`src/design/assert_macros.svh`:
```
// assertion macros for the design files, used by the transceiver core
`ifndef ASSERT_MACROS_SVH
`define ASSERT_MACROS_SVH

// same-cycle implication, masked while in reset
`define CHK_IMPLY(label, clk, rst_n, ante, cons) \
    label: assert property (@(posedge clk) disable iff (!rst_n) (ante) |-> (cons)) \
        else $error("implication check failed");

// next-cycle implication, masked while in reset
`define CHK_NEXT(label, clk, rst_n, ante, cons) \
    label: assert property (@(posedge clk) disable iff (!rst_n) (ante) |=> (cons)) \
        else $error("next-cycle check failed");

`endif

```
`src/design/uart_trx_pkg.sv`:
```
// shared types and constants for the uart transceiver
`default_nettype none

package uart_trx_pkg;

    // transmit queue geometry
    localparam int TXQ_DEPTH = 16;
    localparam int TXQ_AW    = $clog2(TXQ_DEPTH);
    localparam int TXQ_CW    = $clog2(TXQ_DEPTH + 1);

    // bit period counter and register port widths
    localparam int BAUD_W = 24;
    localparam int APB_AW = 5;
    localparam int APB_DW = 32;

    // limits of the character format registers
    localparam logic [3:0] DATA_BITS_MIN = 4'd5;
    localparam logic [3:0] DATA_BITS_MAX = 4'd8;
    localparam logic [1:0] STOP_BITS_MIN = 2'd1;
    localparam logic [1:0] STOP_BITS_MAX = 2'd2;

    // frame phase of both the receiver and the transmitter
    typedef enum logic [2:0] {
        PH_IDLE,
        PH_START,
        PH_DATA,
        PH_PARITY,
        PH_STOP
    } phase_t;

    // register map, word index
    typedef enum logic [2:0] {
        REG_BAUD      = 3'd0,
        REG_DATA_BITS = 3'd1,
        REG_STOP_BITS = 3'd2,
        REG_PAR_EN    = 3'd3,
        REG_PAR_EVEN  = 3'd4
    } cfg_reg_t;

    // queue control from the core
    typedef struct packed {
        logic       push;
        logic       pop;
        logic [7:0] push_data;
    } txq_req_t;

    // queue fill status to the core
    typedef struct packed {
        logic empty;
        logic full;
    } txq_status_t;

    // one result request
    typedef struct packed {
        logic       line_out;
        logic       rx_valid;
        logic [7:0] rx_data;
        logic       rx_frame_error;
        logic       send_dropped;
    } result_t;

endpackage

`default_nettype wire

```
`src/design/uart_trx_tick_if.sv`:
```
// channel carrying one line sample and an optional byte to send
`default_nettype none

interface uart_trx_tick_if;
    logic       valid;
    logic       ready;
    logic       line_in;
    logic       send_valid;
    logic [7:0] send_byte;

    modport source (output valid, line_in, send_valid, send_byte, input ready);
    modport sink   (input valid, line_in, send_valid, send_byte, output ready);
endinterface

`default_nettype wire

```
`src/design/uart_trx_result_if.sv`:
```
// channel carrying the per-tick line and receive status
`default_nettype none

interface uart_trx_result_if;
    logic       valid;
    logic       ready;
    logic       line_out;
    logic       rx_valid;
    logic [7:0] rx_data;
    logic       rx_frame_error;
    logic       send_dropped;

    modport source (output valid, line_out, rx_valid, rx_data, rx_frame_error,
                    send_dropped, input ready);
    modport sink   (input valid, line_out, rx_valid, rx_data, rx_frame_error,
                    send_dropped, output ready);
endinterface

`default_nettype wire

```
`src/design/uart_trx_transceiver_with_tx_fifo_core.sv`:
```
// uart transceiver core: receiver, transmitter, register port and output buffer
//
// channel   role    request carries
// --------  ------  ---------------------------------------------------
// tick      sink    line_in, send_valid, send_byte (one line sample)
// result    source  line_out, rx_valid, rx_data, rx_frame_error, send_dropped
// apb       slave   configuration registers, word per register
//
// one tick request is taken every cycle while tick.ready is high; its result is
// registered at the edge that takes it, in the output register or the skid entry.
// a popped byte reaches the transmit shift register in the cycle after the pop,
// through the queue memory read port, before the start bit ends.
// reset clears all control state at once; the queue memory needs no clearing.
// a two-entry output buffer keeps tick.ready high as a result-side stall begins;
// ready drops only when both entries hold results.
`default_nettype none

module uart_transceiver_with_tx_fifo_core
    import uart_trx_pkg::*;
(
    input  wire logic              clk,
    input  wire logic              rst_n,
    uart_trx_tick_if.sink          tick,
    uart_trx_result_if.source      result,
    input  wire logic              psel,
    input  wire logic              penable,
    input  wire logic              pwrite,
    input  wire logic [APB_AW-1:0] paddr,
    input  wire logic [APB_DW-1:0] pwdata,
    output logic      [APB_DW-1:0] prdata,
    output logic                   pready
);

`include "assert_macros.svh"

    // configuration registers
    logic [BAUD_W-1:0] baud_reg;
    logic [3:0]        data_bits_reg;
    logic [1:0]        stop_bits_reg;
    logic              par_en_reg;
    logic              par_even_reg;
    cfg_reg_t          cfg_sel;
    logic              cfg_we;

    // receiver state
    phase_t            rx_phase_reg, rx_phase_next;
    logic [BAUD_W-1:0] rx_timer_reg, rx_timer_next;
    logic [7:0]        rx_shift_reg, rx_shift_next;
    logic [3:0]        rx_cnt_reg, rx_cnt_next;
    logic              rx_err_reg, rx_err_next;
    logic              rx_prev_reg;
    logic [7:0]        rx_held_reg, rx_held_next;
    logic              rx_done;
    logic              rx_zero;
    logic [4:0]        rx_cnt_inc;
    logic              rx_last;

    // transmitter state
    phase_t            tx_phase_reg, tx_phase_next;
    logic [BAUD_W-1:0] tx_timer_reg, tx_timer_next;
    logic [7:0]        tx_shift_reg;
    logic [3:0]        tx_cnt_reg, tx_cnt_next;
    logic [1:0]        tx_sc_reg, tx_sc_next;
    logic              tx_line_reg, tx_line_next;
    logic              tx_zero;
    logic [4:0]        tx_cnt_inc;
    logic              tx_last;
    logic [1:0]        tx_sc_inc;
    logic              tx_stop_done;
    logic              tx_pop_ok;
    logic              load_pend_reg;

    // queue link
    txq_req_t          q_req;
    txq_status_t       q_status;
    logic [7:0]        q_rd_data;

    // handshake and output buffer
    logic              acc;
    logic              line;
    logic              drop;
    result_t           res;
    result_t           out_data_reg;
    result_t           skid_data_reg;
    logic              out_valid_reg;
    logic              skid_valid_reg;

    // parity over the configured number of data bits
    function automatic logic tx_parity(input logic [7:0] d, input logic [3:0] nbits,
                                       input logic even);
        logic [7:0] m;
        logic       p;
        for (int i = 0; i < 8; i++)
            m[i] = (4'(i) < nbits);
        p = ^(d & m);
        return even ? p : ~p;
    endfunction

    // register write decode
    assign cfg_sel = cfg_reg_t'(paddr[APB_AW-1:2]);
    assign cfg_we  = psel && penable && pwrite;
    assign pready  = 1'b1;

    always_ff @(posedge clk or negedge rst_n)
    begin
        if (!rst_n)
        begin
            baud_reg      <= BAUD_W'(1);
            data_bits_reg <= DATA_BITS_MAX;
            stop_bits_reg <= STOP_BITS_MIN;
            par_en_reg    <= 1'b0;
            par_even_reg  <= 1'b0;
        end
        else if (cfg_we)
        begin
            unique case (cfg_sel)
                REG_BAUD:
                    baud_reg <= (pwdata[BAUD_W-1:0] == '0) ? BAUD_W'(1)
                                                            : pwdata[BAUD_W-1:0];
                REG_DATA_BITS:
                    data_bits_reg <= (pwdata[3:0] < DATA_BITS_MIN) ? DATA_BITS_MIN :
                                     (pwdata[3:0] > DATA_BITS_MAX) ? DATA_BITS_MAX :
                                     pwdata[3:0];
                REG_STOP_BITS:
                    stop_bits_reg <= (pwdata[1:0] < STOP_BITS_MIN) ? STOP_BITS_MIN :
                                     (pwdata[1:0] > STOP_BITS_MAX) ? STOP_BITS_MAX :
                                     pwdata[1:0];
                REG_PAR_EN:
                    par_en_reg <= pwdata[0];
                REG_PAR_EVEN:
                    par_even_reg <= pwdata[0];
                default:
                    ;
            endcase
        end
    end

    // register read mux
    always_comb
    begin
        unique case (cfg_sel)
            REG_BAUD:      prdata = APB_DW'(baud_reg);
            REG_DATA_BITS: prdata = APB_DW'(data_bits_reg);
            REG_STOP_BITS: prdata = APB_DW'(stop_bits_reg);
            REG_PAR_EN:    prdata = APB_DW'(par_en_reg);
            REG_PAR_EVEN:  prdata = APB_DW'(par_even_reg);
            default:       prdata = '0;
        endcase
    end

    // tick request and queue control
    assign acc        = tick.valid && tick.ready;
    assign line       = tick.line_in;
    assign drop       = tick.send_valid && q_status.full;
    assign q_req.push = acc && tick.send_valid && !q_status.full;
    assign q_req.push_data = tick.send_byte;
    assign tx_pop_ok  = (tx_phase_reg == PH_IDLE) && (!q_status.empty || q_req.push);
    assign q_req.pop  = acc && tx_pop_ok;

    uart_trx_txq u_txq (
        .clk     (clk),
        .rst_n   (rst_n),
        .req     (q_req),
        .rd_data (q_rd_data),
        .status  (q_status)
    );

    // receiver next phase
    assign rx_zero    = (rx_timer_reg == '0);
    assign rx_cnt_inc = {1'b0, rx_cnt_reg} + 5'd1;
    assign rx_last    = (rx_cnt_inc >= {1'b0, data_bits_reg});

    always_comb
    begin
        rx_phase_next = rx_phase_reg;
        unique case (rx_phase_reg)
            PH_IDLE:
                if (rx_prev_reg && !line)
                    rx_phase_next = PH_START;
            PH_START:
                if (rx_zero)
                    rx_phase_next = line ? PH_IDLE : PH_DATA;
            PH_DATA:
                if (rx_zero && rx_last)
                    rx_phase_next = par_en_reg ? PH_PARITY : PH_STOP;
            PH_PARITY:
                if (rx_zero)
                    rx_phase_next = PH_STOP;
            default:
                if (rx_zero)
                    rx_phase_next = PH_IDLE;
        endcase
    end

    // receiver datapath
    always_comb
    begin
        rx_timer_next = rx_timer_reg;
        rx_shift_next = rx_shift_reg;
        rx_cnt_next   = rx_cnt_reg;
        rx_err_next   = rx_err_reg;
        rx_held_next  = rx_held_reg;
        rx_done       = 1'b0;
        unique case (rx_phase_reg)
            PH_IDLE:
                if (rx_prev_reg && !line)
                begin
                    rx_timer_next = baud_reg >> 1;
                    rx_shift_next = '0;
                    rx_cnt_next   = '0;
                    rx_err_next   = 1'b0;
                end
            PH_START:
                if (!rx_zero)
                    rx_timer_next = rx_timer_reg - 1'b1;
                else if (!line)
                    rx_timer_next = baud_reg;
            PH_DATA:
                if (!rx_zero)
                    rx_timer_next = rx_timer_reg - 1'b1;
                else
                begin
                    if (line)
                        rx_shift_next[rx_cnt_reg[2:0]] = 1'b1;
                    rx_cnt_next   = rx_cnt_inc[3:0];
                    rx_timer_next = baud_reg;
                end
            PH_PARITY:
                if (!rx_zero)
                    rx_timer_next = rx_timer_reg - 1'b1;
                else
                    rx_timer_next = baud_reg;
            default:
                if (!rx_zero)
                    rx_timer_next = rx_timer_reg - 1'b1;
                else
                begin
                    if (!line)
                        rx_err_next = 1'b1;
                    rx_held_next = rx_shift_reg;
                    rx_done      = 1'b1;
                end
        endcase
    end

    // transmitter next phase
    assign tx_zero      = (tx_timer_reg == '0);
    assign tx_cnt_inc   = {1'b0, tx_cnt_reg} + 5'd1;
    assign tx_last      = (tx_cnt_inc >= {1'b0, data_bits_reg});
    assign tx_sc_inc    = tx_sc_reg + 2'd1;
    assign tx_stop_done = (tx_sc_inc >= stop_bits_reg);

    always_comb
    begin
        tx_phase_next = tx_phase_reg;
        unique case (tx_phase_reg)
            PH_IDLE:
                if (tx_pop_ok)
                    tx_phase_next = PH_START;
            PH_START:
                if (tx_zero)
                    tx_phase_next = PH_DATA;
            PH_DATA:
                if (tx_zero && tx_last)
                    tx_phase_next = par_en_reg ? PH_PARITY : PH_STOP;
            PH_PARITY:
                if (tx_zero)
                    tx_phase_next = PH_STOP;
            default:
                if (tx_zero && tx_stop_done)
                    tx_phase_next = PH_IDLE;
        endcase
    end

    // transmitter datapath and line level
    always_comb
    begin
        tx_timer_next = tx_timer_reg;
        tx_cnt_next   = tx_cnt_reg;
        tx_sc_next    = tx_sc_reg;
        tx_line_next  = tx_line_reg;
        unique case (tx_phase_reg)
            PH_IDLE:
                if (tx_pop_ok)
                begin
                    tx_timer_next = baud_reg;
                    tx_line_next  = 1'b0;
                    tx_cnt_next   = '0;
                end
            PH_START:
                if (!tx_zero)
                    tx_timer_next = tx_timer_reg - 1'b1;
                else
                begin
                    tx_line_next  = tx_shift_reg[0];
                    tx_timer_next = baud_reg;
                end
            PH_DATA:
                if (!tx_zero)
                    tx_timer_next = tx_timer_reg - 1'b1;
                else
                begin
                    tx_cnt_next = tx_cnt_inc[3:0];
                    if (tx_last)
                    begin
                        if (par_en_reg)
                            tx_line_next = tx_parity(tx_shift_reg, data_bits_reg,
                                                     par_even_reg);
                        else
                        begin
                            tx_line_next = 1'b1;
                            tx_sc_next   = '0;
                        end
                    end
                    else
                        tx_line_next = tx_shift_reg[tx_cnt_inc[2:0]];
                    tx_timer_next = baud_reg;
                end
            PH_PARITY:
                if (!tx_zero)
                    tx_timer_next = tx_timer_reg - 1'b1;
                else
                begin
                    tx_line_next  = 1'b1;
                    tx_sc_next    = '0;
                    tx_timer_next = baud_reg;
                end
            default:
                if (!tx_zero)
                    tx_timer_next = tx_timer_reg - 1'b1;
                else
                begin
                    tx_sc_next = tx_sc_inc;
                    if (tx_stop_done)
                        tx_line_next = 1'b1;
                    else
                        tx_timer_next = baud_reg;
                end
        endcase
    end

    // frame state, advanced once per accepted tick
    always_ff @(posedge clk or negedge rst_n)
    begin
        if (!rst_n)
        begin
            rx_phase_reg <= PH_IDLE;
            rx_timer_reg <= '0;
            rx_shift_reg <= '0;
            rx_cnt_reg   <= '0;
            rx_err_reg   <= 1'b0;
            rx_prev_reg  <= 1'b1;
            rx_held_reg  <= '0;
            tx_phase_reg <= PH_IDLE;
            tx_timer_reg <= '0;
            tx_cnt_reg   <= '0;
            tx_sc_reg    <= '0;
            tx_line_reg  <= 1'b1;
        end
        else if (acc)
        begin
            rx_phase_reg <= rx_phase_next;
            rx_timer_reg <= rx_timer_next;
            rx_shift_reg <= rx_shift_next;
            rx_cnt_reg   <= rx_cnt_next;
            rx_err_reg   <= rx_err_next;
            rx_prev_reg  <= line;
            rx_held_reg  <= rx_held_next;
            tx_phase_reg <= tx_phase_next;
            tx_timer_reg <= tx_timer_next;
            tx_cnt_reg   <= tx_cnt_next;
            tx_sc_reg    <= tx_sc_next;
            tx_line_reg  <= tx_line_next;
        end
    end

    // shift register load from the queue read port, in the cycle after the pop
    always_ff @(posedge clk or negedge rst_n)
    begin
        if (!rst_n)
        begin
            load_pend_reg <= 1'b0;
            tx_shift_reg  <= '0;
        end
        else
        begin
            load_pend_reg <= q_req.pop;
            if (load_pend_reg)
                tx_shift_reg <= q_rd_data;
        end
    end

    // result of the current tick
    assign res.line_out       = tx_line_next;
    assign res.rx_valid       = rx_done;
    assign res.rx_data        = rx_held_next;
    assign res.rx_frame_error = rx_err_next;
    assign res.send_dropped   = drop;

    // output buffer valid flags
    always_ff @(posedge clk or negedge rst_n)
    begin
        if (!rst_n)
        begin
            out_valid_reg  <= 1'b0;
            skid_valid_reg <= 1'b0;
        end
        else if (skid_valid_reg)
        begin
            if (result.ready)
                skid_valid_reg <= 1'b0;
        end
        else if (!out_valid_reg || result.ready)
            out_valid_reg <= acc;
        else if (acc)
            skid_valid_reg <= 1'b1;
    end

    // output buffer data
    always_ff @(posedge clk)
    begin
        if (skid_valid_reg)
        begin
            if (result.ready)
                out_data_reg <= skid_data_reg;
        end
        else if (!out_valid_reg || result.ready)
        begin
            if (acc)
                out_data_reg <= res;
        end
        else if (acc)
            skid_data_reg <= res;
    end

    // channel outputs
    assign tick.ready            = !skid_valid_reg;
    assign result.valid          = out_valid_reg;
    assign result.line_out       = out_data_reg.line_out;
    assign result.rx_valid       = out_data_reg.rx_valid;
    assign result.rx_data        = out_data_reg.rx_data;
    assign result.rx_frame_error = out_data_reg.rx_frame_error;
    assign result.send_dropped   = out_data_reg.send_dropped;

    // checks
    `CHK_IMPLY(a_skid_behind_head, clk, rst_n, skid_valid_reg, out_valid_reg)
    `CHK_IMPLY(a_shift_loaded, clk, rst_n, tx_phase_reg == PH_DATA, !load_pend_reg)
    `CHK_NEXT(a_pop_starts_frame, clk, rst_n, q_req.pop, tx_phase_reg == PH_START && !tx_line_reg)

endmodule

`default_nettype wire

```
`src/design/uart_trx_txq.sv`:
```
// transmit byte queue: synchronous memory with pointers and write-to-read bypass
`default_nettype none

module uart_trx_txq
    import uart_trx_pkg::*;
(
    input  wire logic        clk,
    input  wire logic        rst_n,
    input  wire txq_req_t    req,
    output logic [7:0]       rd_data,
    output txq_status_t      status
);

    logic [7:0]        mem [TXQ_DEPTH];
    logic [7:0]        mem_rd_reg;
    logic [7:0]        fwd_data_reg;
    logic              fwd_sel_reg;
    logic [TXQ_AW-1:0] head_reg;
    logic [TXQ_AW-1:0] tail_reg;
    logic [TXQ_CW-1:0] count_reg;
    logic [TXQ_AW-1:0] head_next;
    logic [TXQ_AW-1:0] tail_next;
    logic [TXQ_CW-1:0] count_next;

    // pointer wrap
    function automatic logic [TXQ_AW-1:0] ptr_inc(input logic [TXQ_AW-1:0] p);
        logic [TXQ_AW-1:0] r;
        if (p == TXQ_AW'(TXQ_DEPTH - 1))
            r = '0;
        else
            r = p + 1'b1;
        return r;
    endfunction

    // memory: one write port at the tail, one registered read port at the head
    always_ff @(posedge clk)
    begin
        if (req.push)
            mem[tail_reg] <= req.push_data;
        if (req.pop)
            mem_rd_reg <= mem[head_reg];
    end

    // bypass data for a pop of the byte written in the same cycle
    always_ff @(posedge clk)
    begin
        if (req.pop)
            fwd_data_reg <= req.push_data;
    end

    // pointer and count next values
    always_comb
    begin
        head_next  = req.pop  ? ptr_inc(head_reg) : head_reg;
        tail_next  = req.push ? ptr_inc(tail_reg) : tail_reg;
        count_next = count_reg;
        case ({req.push, req.pop})
            2'b10:   count_next = count_reg + 1'b1;
            2'b01:   count_next = count_reg - 1'b1;
            default: count_next = count_reg;
        endcase
    end

    // pointers, count and bypass select
    always_ff @(posedge clk or negedge rst_n)
    begin
        if (!rst_n)
        begin
            head_reg    <= '0;
            tail_reg    <= '0;
            count_reg   <= '0;
            fwd_sel_reg <= 1'b0;
        end
        else
        begin
            head_reg  <= head_next;
            tail_reg  <= tail_next;
            count_reg <= count_next;
            if (req.pop)
                fwd_sel_reg <= req.push && (tail_reg == head_reg);
        end
    end

    // read data and status
    assign rd_data      = fwd_sel_reg ? fwd_data_reg : mem_rd_reg;
    assign status.empty = (count_reg == '0);
    assign status.full  = (count_reg == TXQ_CW'(TXQ_DEPTH));

endmodule

`default_nettype wire

```
`src/flat_wrapper.sv`:
```
// flat-port wrapper written by rule: the top's interface ports become plain ports
module uart_transceiver_with_tx_fifo_core_flat import uart_trx_pkg::*;
  (clk, rst_n, psel, penable, pwrite, paddr, pwdata, prdata, pready, tick_valid, tick_line_in, tick_send_valid, tick_send_byte, tick_ready, result_valid, result_line_out, result_rx_valid, result_rx_data, result_rx_frame_error, result_send_dropped, result_ready);
  uart_trx_tick_if tick_i ();
  uart_trx_result_if result_i ();
  input  wire logic clk;
  input  wire logic rst_n;
  input  wire logic psel;
  input  wire logic penable;
  input  wire logic pwrite;
  input  wire logic [APB_AW-1:0] paddr;
  input  wire logic [APB_DW-1:0] pwdata;
  output logic      [APB_DW-1:0] prdata;
  output logic pready;
  input wire logic [$bits(tick_i.valid)-1:0] tick_valid;
  input wire logic [$bits(tick_i.line_in)-1:0] tick_line_in;
  input wire logic [$bits(tick_i.send_valid)-1:0] tick_send_valid;
  input wire logic [$bits(tick_i.send_byte)-1:0] tick_send_byte;
  output wire logic [$bits(tick_i.ready)-1:0] tick_ready;
  output wire logic [$bits(result_i.valid)-1:0] result_valid;
  output wire logic [$bits(result_i.line_out)-1:0] result_line_out;
  output wire logic [$bits(result_i.rx_valid)-1:0] result_rx_valid;
  output wire logic [$bits(result_i.rx_data)-1:0] result_rx_data;
  output wire logic [$bits(result_i.rx_frame_error)-1:0] result_rx_frame_error;
  output wire logic [$bits(result_i.send_dropped)-1:0] result_send_dropped;
  input wire logic [$bits(result_i.ready)-1:0] result_ready;
  assign tick_i.valid = tick_valid;
  assign tick_i.line_in = tick_line_in;
  assign tick_i.send_valid = tick_send_valid;
  assign tick_i.send_byte = tick_send_byte;
  assign tick_ready = tick_i.ready;
  assign result_valid = result_i.valid;
  assign result_line_out = result_i.line_out;
  assign result_rx_valid = result_i.rx_valid;
  assign result_rx_data = result_i.rx_data;
  assign result_rx_frame_error = result_i.rx_frame_error;
  assign result_send_dropped = result_i.send_dropped;
  assign result_i.ready = result_ready;
  uart_transceiver_with_tx_fifo_core u_core (.clk(clk), .rst_n(rst_n), .tick(tick_i), .result(result_i), .psel(psel), .penable(penable), .pwrite(pwrite), .paddr(paddr), .pwdata(pwdata), .prdata(prdata), .pready(pready));
endmodule
```
`config.mk`:
```
export PLATFORM = sky130hd
export DESIGN_NAME = uart_transceiver_with_tx_fifo_core_flat
export DESIGN_NICKNAME = d
export VERILOG_FILES = /design/src/design/uart_trx_pkg.sv /design/src/design/uart_trx_tick_if.sv /design/src/design/uart_trx_result_if.sv /design/src/design/uart_trx_transceiver_with_tx_fifo_core.sv /design/src/design/uart_trx_txq.sv /design/src/flat_wrapper.sv
export VERILOG_INCLUDE_DIRS = /design/src /design/src/design
export SDC_FILE = /design/constraint.sdc
export NUM_CORES = 1
export LEC_CHECK = 0
export BUFFER_PORTS_ARGS = -buffer_cell sky130_fd_sc_hd__buf_2
export CAP_MARGIN = 20
export CORE_ASPECT_RATIO = 1.4
export CORE_MARGIN = 3
export CORE_UTILIZATION = 40
export DETAILED_ROUTE_END_ITERATION = 10
export REMOVE_ABC_BUFFERS = 1
export SYNTH_ARGS = -nofsm -noshare
export SYNTH_HDL_FRONTEND = slang
export SYNTH_SLANG_ARGS = --single-unit
```
`constraint.sdc`:
```
create_clock -name clk -period 3.8 [get_ports clk]
set_clock_uncertainty 0.15 [all_clocks]
set_input_delay 0.38 -clock clk [delete_from_list [all_inputs] [get_ports clk]]
set_output_delay 0.38 -clock clk [all_outputs]
set_load 0.03 [all_outputs]
```
* After elaboration in Yosys (flattened, before gate mapping)
Memory sizes are Yosys's and may differ from the RTL's. A register that Yosys moved wholly into a read port is not among the register bits.
Index checks and enable logic that the tools add are counted.
** Word-level totals
- Memories kept :: 1
- Output and inout port bits :: 47
- Flip-flop bits (word level) :: 172
- Memory bits (writable) :: 128
- Logic and storage cells :: 243
- Input port bits :: 54
** Memory list
- u_core.u_txq.mem :: depth 16, bits a word 8, rd ports 1, clocked after memory_dff 1, write ports 1, line uart_trx_txq.sv:14 : logic [7:0] mem [TXQ_DEPTH];
** Cells by class
- $lt $le $gt $ge :: 18
- Multiplexer cells :: 83
- Reductions and logical operators :: 57
- Equal/unequal tests :: 33
- Bitwise operators :: 6
- Add/subtract/negate cells :: 9
** Operator list (count)
- 2-to-1 mux 24 bit :: 10
- one-hot mux 24 bit (5 select lines) :: 1
- zero test 24 bit :: 3
- one-hot mux 24 bit (3 select lines) :: 1
- 2-to-1 mux 12 bit :: 4
- 2-to-1 mux 8 bit :: 6
- one-hot mux 24 bit (2 select lines) :: 1
- subtractor 24 x 1 -> 24 bit (second input constant) :: 2
- 2-to-1 mux 3 bit :: 11
- 2-to-1 mux 4 bit :: 8
- one-hot mux 3 bit (4 select lines) :: 2
- 2-to-1 mux 1 bit :: 22
- inequality test 2 x 1 -> 1 bit (second input constant) :: 11
- equality test 3 x 2 -> 1 bit (second input constant) :: 6
- < comparator 3 x 4 -> 1 bit (first input constant) :: 4
- 2-to-1 mux 2 bit :: 8
- one-hot mux 4 bit (2 select lines) :: 2
- one-hot mux 8 bit (2 select lines) :: 1
- logical AND 1 bit :: 14
- AND reduction 2 bit :: 6
- AND reduction 4 bit :: 3
- AND reduction 6 bit :: 2
- adder 4 x 1 -> 5 bit (second input constant) :: 2
- >= comparator 5 x 4 -> 1 bit :: 2
- 45 further kinds :: 74

* Longest topological paths before layout
Gate-level depths: netlist of the first run.
- Depth in word-level cells :: 12
- Mapped depth :: 14
- Mapped depth without buffers :: 13

* Modules after synthesis
A second synthesis of the first run with hierarchy kept.
** Second synthesis, totals
- Cells, all modules :: 1275
- Area, all modules :: 15115.7 µm²
** Modules (own cells, without submodules)
- uart_transceiver_with_tx_fifo_core :: instances 1, seq. area each 3880.0 µm², area each 8632.0 µm², cells an instance 932
- uart_trx_txq :: instances 1, seq. area each 4674.5 µm², area each 6483.7 µm², cells an instance 343

* Least setup slack after synthesis of the first run
No wires, ideal clock.
- Kind :: flip-flop to flip-flop
- Start point :: reg u_core.u_txq.count_reg[1]
- End point :: reg u_core.u_txq.count_reg[4]
- Buffers on the path :: 0
- Clock period less this slack :: 3.334 ns
- Data required time :: 3.525 ns
- Arrival time :: 3.059 ns
- Library setup time :: 0.125 ns
- Stages on the path, launching flop included :: 14
- Slack :: 0.466 ns
- Cell sequence :: dfrtp_1 or4_1 or3_1 nand3_1 inv_1 ha_1 inv_1 fa_1 inv_1 a21o_1 a21oi_1 xnor2_1 nor2_1 xor2_1
** RTL lines
- from (decl) :: line uart_trx_txq.sv:20 : logic [TXQ_CW-1:0] count_reg;
- from (signal assigned) :: line uart_trx_txq.sv:78 : count_reg <= count_next;

* Worst setup path in the final report of the first run
- Start point :: reg u_core.rx_timer_reg[10]
- End point :: reg u_core.out_data_reg (netlist bit u_core.result.rx_data[3]) (data pin)
** On the way
- Cells in the longest elaborated chain, start to end :: 6
** Ends and longest elaborated chain
- from (decl) :: line uart_trx_transceiver_with_tx_fifo_core.sv:47 : logic [BAUD_W-1:0] rx_timer_reg, rx_timer_next;
- from (signal assigned) :: line uart_trx_transceiver_with_tx_fifo_core.sv:363 : rx_timer_reg <= rx_timer_next;
- zero test 24 bit :: line uart_trx_transceiver_with_tx_fifo_core.sv:169 : assign rx_zero = (rx_timer_reg == '0);
- 2-to-1 mux 8 bit :: line uart_trx_transceiver_with_tx_fifo_core.sv:234 : if (!rx_zero)
- 2-to-1 mux 8 bit :: line uart_trx_transceiver_with_tx_fifo_core.sv:204 : unique case (rx_phase_reg)
- net u_core.rx_held_next[3] :: line uart_trx_transceiver_with_tx_fifo_core.sv:52 : logic [7:0] rx_held_reg, rx_held_next;
- 2-to-1 mux 12 bit :: line uart_trx_transceiver_with_tx_fifo_core.sv:429 : if (acc)
- 2-to-1 mux 12 bit :: line uart_trx_transceiver_with_tx_fifo_core.sv:427 : else if (!out_valid_reg || result.ready)
- 2-to-1 mux 12 bit :: line uart_trx_transceiver_with_tx_fifo_core.sv:422 : if (skid_valid_reg)
- to (signal assigned) :: line uart_trx_transceiver_with_tx_fifo_core.sv:425 : out_data_reg <= skid_data_reg;
- to (signal assigned) :: line uart_trx_transceiver_with_tx_fifo_core.sv:430 : out_data_reg <= res;
- to (decl) :: line uart_trx_transceiver_with_tx_fifo_core.sv:83 : result_t out_data_reg;
The timed path passes the listed nets, and every way through them passes these cells. The select of a mux whose other input is x is not followed.
A chain may end at the register's enable or synchronous reset.

==> reports/results.tsv, run 1 <==
metric	value	unit
critPathMaxFanout	10	
die-area	39840	um^2
path_class	register to register	
routed_wl	35.20	mm
start_kind	register	
ys_types	78	
post_cts_buffers	0	
cts.sinks	308	
cts_hold_buf	28	
finalSetupViolCount	0	
cts_root_buffer	clkbuf_16	
via_count	10260	
area.sequential	8556	um^2
fmax	0.3130	GHz
finalCritPeriodShare	84.09	%
synth_edf_count	168	
hold_viol_final	0	
ys_ff_latch	308	
drtAntennaViolNets	0	
p_switching	3725	uW
grt_pass1_vias	10200	
ys_warn_count	0	
grt_max_degree	88	
pre_cts_slack	626.4	ps
finish.utilization	47.02	%
largest-register	u_core.u_txq.mem	
initial_utilization	40.63	%
grt_pass1_wl	56.23	mm
multiInputGateArea	5941	um^2
layout.nets	1425	
cts_tree	built	
wl_per_cell	19.14	um
rsz0062_at_grt	no	
pwr-share-clk	29.7	%
p_total	11190	uW
largest_reg_flops	128	
synth-seq-area-share	57.10	%
htree_levels	1	
crit_path_end	u_core.result.rx_data[3]	
core	36870	um^2
synth_cells	1246	
rrSetupSlack	600	ps
final_common_cell	edfxtp_1	
gp_congestion	0.8498	
rows	83	
timing.rr.end	u_core.result.rx_data[3]	
power_frac_seq	42.9	%
synth-async-reset-ratio	45.45	%
fin_ws	604.7	ps
p_int	7470	uW
p_leak	0.006753	uW
slew_headroom	31.22	%
synth_area	14980	um^2
switching_share	33.27	%
drt_iter0_drc	837	
chipHeight	235.0	um
final_cell_mix	edfxtp_1, dfrtp_1, o21ai_0	
fillers	3271	
syn_avg_cell_area	12.02	um^2
place_hpwl	24.37	mm
crit_start	u_core.rx_timer_reg[10]	
gr-total-overflow	0	
clkTransAtPathRegs	70	ps
clk_latency	580	ps
r2r-start	u_core.rx_timer_reg[10]	
area.growth.synth_to_final	15.71	%
required	3980	ps
p_per_area	645.8	nW/um^2
cts_buffer_depth	3	
track_usage	17.44	%
viasPerCell	5.577	
outcome	finished clean	
synthFlopType	edfxtp_1	
layout_min_cycle_time	3195	ps
r2r_cells	6	
vdd_ir_drop_max	0.4286	mV
cts_resized	0	
tightest_slew	1028	ps
io_pins	101	
max_cap_viol_count	0	
cts_made_buffers	31	
combinationalPowerShare	27.5	%
cp.arrival	3370	ps
drive_gt1_share	19.69	%
io_buffer_count	81	
cp-end-kind	register	
dr.pass1.iters	5	
drc	0	
die_w	169.6	um
slew_viol_final	0	
hp-class	primary input to register	
antenna_found_initial	1	
[power groups by stage]
stage / Sequential [uW] / Combinational [uW] / Clock, uW
global placement: 4840 / 3000 / 0
floorplan: 4740 / 2110 / 0
detailed placement: 4860 / 3060 / 0
CTS: 4800 / 3100 / 3410
global route: 4890 / 3450 / 3540
finish: 4800 / 3080 / 3320
[cell families after synthesis]
kind of cell	after synthesis	synth area share (%)
other	2	0.05013
buffers and inverters	122	3.633
XOR/XNOR	23	1.437
AND/OR/NAND/NOR	325	11.38
AO/OA/AOI/OAI	319	14.05
flip-flops	308	57.10
adder cells (fa/ha/maj)	25	2.138
multiplexers	122	10.21
[critical path, stage by stage (launching register included)]
cell and delay (ps):
dfrtp_1 410, or3_1 480, or3_1 450, nor3_1 410, nand2_1 380, mux2_2 390
mux2_2 270
[synthesized netlist by cell type (8+ instances only)]
library cell	count	area, um^2
nand3_1	17	85.08
mux2_2	63	709.4
inv_1	42	157.7
clkbuf_1	47	176.4
o21ai_0	90	450.4
xor2_1	12	105.1
o22ai_1	8	50.05
nor3_1	55	275.3
o2bb2ai_1	24	210.2
and2_1	34	212.7
mux4_2	18	405.4
nor2_1	59	221.5
a21oi_1	68	340.3
or3_1	16	100.1
nor4_1	22	137.6
a22oi_1	24	180.2
a31oi_1	14	87.58
mux2i_1	40	400.4
dfrtp_1	135	3378
buf_4	12	90.09
a22o_1	18	157.7
nand2b_1	9	56.30
o21a_1	13	97.59
edfxtp_1	168	5045
ha_1	24	300.3
buf_2	15	75.07
nand2_1	69	259.0
xnor2_1	10	87.58
a221oi_1	10	87.58
[layer usage]
layer  GRT usage [%]  routed length, um  share of wire [%]
met3           2.188               1457                4.1
met2           31.15              18230                 52
met5               0                  0                  0
met1           21.87              14560                 41
met4           5.556                948                2.7
[worst min-delay path by stage]
stage                                  start                       to  slack [ps]  cells past startpoint
after global routing       tick_send_byte[7]   u_core.u_txq.mem[7][7]          50                      1
final                      tick_send_byte[7]  u_core.u_txq.mem[13][7]          70                      1
after detailed placement  u_core.rx_prev_reg       u_core.rx_prev_reg         300                      2
after global placement    u_core.rx_prev_reg       u_core.rx_prev_reg         300                      2
after CTS                           paddr[4]      u_core.par_even_reg          30                      3
after floorplan                        rst_n      u_core.baud_reg[10]         -70                      0
[metrics by stage]
stage | instance area [um^2] | std cells | TNS [ps] | hold WS, ps
after floorplan | 14620 | 1173 | -8113 | -65.59
after global placement | 15930 | 1752 | 0 | 302.4
after detailed placement | 15930 | 1752 | 0 | 297.9
after CTS | 17330 | 1838 | 0 | 26.15
after global routing | 17330 | 1839 | 0 | 51.87
final | 17330 | 1839 | 0 | 65.08
[cell type report]
type | count | share of cell area (%)
Tap cell | 467 | 3.371
Multi-Input combinational cell | 823 | 34.27
Timing Repair Buffer | 140 | 5.623
Sequential cell | 308 | 49.36
Clock inverter | 24 | 1.913
Antenna cell | 1 | 0.01444
Clock buffer | 34 | 4.540
Inverter | 42 | 0.9095
No activity file was read; power rests on OpenSTA's default activity.
==> inputs of run 2 (changes only) <==
--- a/config.mk
+++ b/config.mk
@@ -6,6 +6,7 @@
 export SDC_FILE = /design/constraint.sdc
 export NUM_CORES = 1
 export LEC_CHECK = 0
+export ABC_AREA = 1
 export BUFFER_PORTS_ARGS = -buffer_cell sky130_fd_sc_hd__buf_2
 export CAP_MARGIN = 20
 export CORE_ASPECT_RATIO = 1.4
==> constraint.sdc (replaced) <==
create_clock -name clk -period 2.7 [get_ports clk]
set_clock_uncertainty 0.15 [all_clocks]
set_input_delay 0.27 -clock clk [delete_from_list [all_inputs] [get_ports clk]]
set_output_delay 0.27 -clock clk [all_outputs]
set_load 0.03 [all_outputs]
==> run 2 against run 1 <==
  * Hold slack worse by 43 ps
  * Worst setup slack got worse by 490 ps
  * Combinational power shrank 29%
  * First-iteration DRC count grew 9.3%
==> reports/results.tsv, run 2 <==
metric	value	unit
outcome	finished clean	
p_leak	0.007557	uW
worst-path-buf-inv	3	
chipHeight	235.6	um
whs_path_depth	1	
cp.arrival	2850	ps
layout.nets	1844	
yosysMostFrequentCell	nand2_1	
ys_warn_count	0	
largest-register	u_core.u_txq.mem	
clk_latency	540	ps
io_pins	101	
core	36970	um^2
die_w	170.0	um
drive_gt1_share	14.69	%
rsz0062_at_grt	yes	
final_cell_mix	nand2_1, o21ai_0, edfxtp_1	
syn_avg_cell_area	9.310	um^2
viasPerCell	5.267	
grt_pass1_vias	11810	
critPathSlowestCell	dfrtp_1	
critPathMaxStageDelay	360	ps
cts_tree	built	
grt_max_degree	68	
max_cap_viol_count	0	
tightest_slew	744.1	ps
dp_cells	2158	
hp-class	primary input to register	
grt_pass1_wl	61.13	mm
gp_congestion	0.9012	
synth_area_leaders	edfxtp_1, dfrtp_1, nand2_1	
ys_ff_latch	308	
cts_root_buffer	clkbuf_16	
finish.utilization	48.09	%
yosys-top-cells-count	nand2_1, o21ai_0, nor2_1, edfxtp_1, inv_1	
antenna_found_initial	0	
synthFlopType	edfxtp_1	
r2r_cells	12	
slew_headroom	50.39	%
track_usage	18.72	%
synth_top_area_cell	edfxtp_1	
via_count	11890	
vdd_ir_drop_max	0.6949	mV
htree_levels	2	
cts.sinks	308	
stdcell_count	2257	
start_kind	register	
hold_viol_final	0	
fmax	0.3868	GHz
p_per_area	723.8	nW/um^2
finalSetupViolCount	0	
drc	0	
critPathMaxFanout	9	
dr.pass1.iters	5	
pre_cts_slack	26.22	ps
io_buffer_count	81	
finalCritPeriodShare	95.76	%
synth_top_area_share	33.49	%
initial_utilization	40.74	%
r2r-start	u_core.tx_timer_reg[1]	
antenna_cells	0	
holdCritStartpoint	tick_send_byte[4]	
drt_iter0_drc	915	
path_depth	12	
place_hpwl	25.95	mm
largest_reg_flops	128	
wl_per_cell	16.75	um
ys_types	65	
path_common_cell	nor2_4	
clkTransAtPathRegs	60	ps
synth_edf_count	168	
rows	83	
fin_ws	114.4	ps
cp_cell_sequence	inv_1 > ha_4 > nand3_2 > nor2_4 > nand2_2 > nor2_4 > nand2_4 > or2_4 > o21ai_4 > buf_12 > clkbuf_4 > o22ai_1	
routed_wl	37.81	mm
cts_buffer_depth	3	
final_common_cell	nand2_1	
area.growth.synth_to_final	18.02	%
gr-total-overflow	0	
slew_viol_final	0	
final.setup.tns	0	ps
cp-end-kind	register	
required	2960	ps
worst_hold_slack	22.30	ps
layout_min_cycle_time	2586	ps
synth_cells	1618	
synth_area	15060	um^2
crit_start	u_core.tx_timer_reg[1]	
synth-async-reset-ratio	45.45	%
path_class	register to register	
cts_made_buffers	34	
die-area	40050	um^2
crit_family	simple AND/OR/NAND/NOR gates	
synth-seq-area-share	56.79	%
drtAntennaViolNets	0	
## run 2: final timing paths
path	endpoint	slack, ps
worst max-delay path	u_core.tx_timer_reg[9]	110
worst min-delay path	u_core.u_txq.mem[1][4]	20
worst max register to register	u_core.tx_timer_reg[9]	110
worst min register to register	u_core.tx_line_reg	320
max in group asynchronous	u_core.tx_timer_reg[10]	1520
min in group asynchronous	u_core.rx_timer_reg[10]	80
## run 2: final cells by class
| type | instances | area, um^2 |
|---|---|---|
| timing repair buffer | 169 | 1195 |
| timing repair inverter | 2 | 12.51 |
| fill | 3423 | 19190 |
| tap | 467 | 584.3 |
| sequential | 308 | 8556 |
| inverter | 178 | 676.9 |
| clock inverter | 19 | 245.2 |
| multi-input combinational | 1072 | 5597 |
| clock buffer | 42 | 912.1 |
## run 2: power breakdown
part,internal [uW],switching (uW),leakage [uW]
Combinational,762,1420,0.00384
Clock,2900,1910,0.000566
Sequential,5470,412,0.00315
## run 2: per-layer routing
| layer | vias to the layer above | part of all wire (%) | global-route usage [%] | wire length, um |
|---|---|---|---|---|
| li1 | 5830 | - | - | - |
| met2 | 301 | 50 | 33.35 | 19090 |
| met5 | - | 0 | 0 | 0 |
| met4 | 0 | 3.7 | 6.691 | 1382 |
| met3 | 94 | 4.3 | 2.839 | 1630 |
| met1 | 5662 | 42 | 22.87 | 15720 |
## run 2: through the flow
step | area, um^2 | power [uW]
3_5_place_dp | 16200 | 8030
2_1_floorplan | 14760 | 7309
3_3_place_gp | 16200 | 7968
4_1_cts | 17650 | 12900
5_1_grt | 17780 | 13540
6_report | 17780 | 12870
## run 2: what timing repair did
item                                    CTS  global route
hold buffers                             29             0
cloned                                    0             2
gates resized for setup                   1            19
endpoints found under the setup margin    3            26
pin swaps                                 0             3
hold endpoints to repair                142             0
buffers inserted                          0             7
## run 2: cells by family (layout without fill, tap and decap cells)
group / after synthesis / count (layout) / synth area share, %
fa+ha+maj: 25 / 25 / 2.126
simple gates: 638 / 638 / 17.88
mux: 2 / 2 / 0.1329
flops: 308 / 308 / 56.79
buf+inv: 245 / 410 / 6.612
other cells: 2 / 9 / 0.04986
xor+xnor: 30 / 30 / 1.744
compound gates: 368 / 368 / 14.67
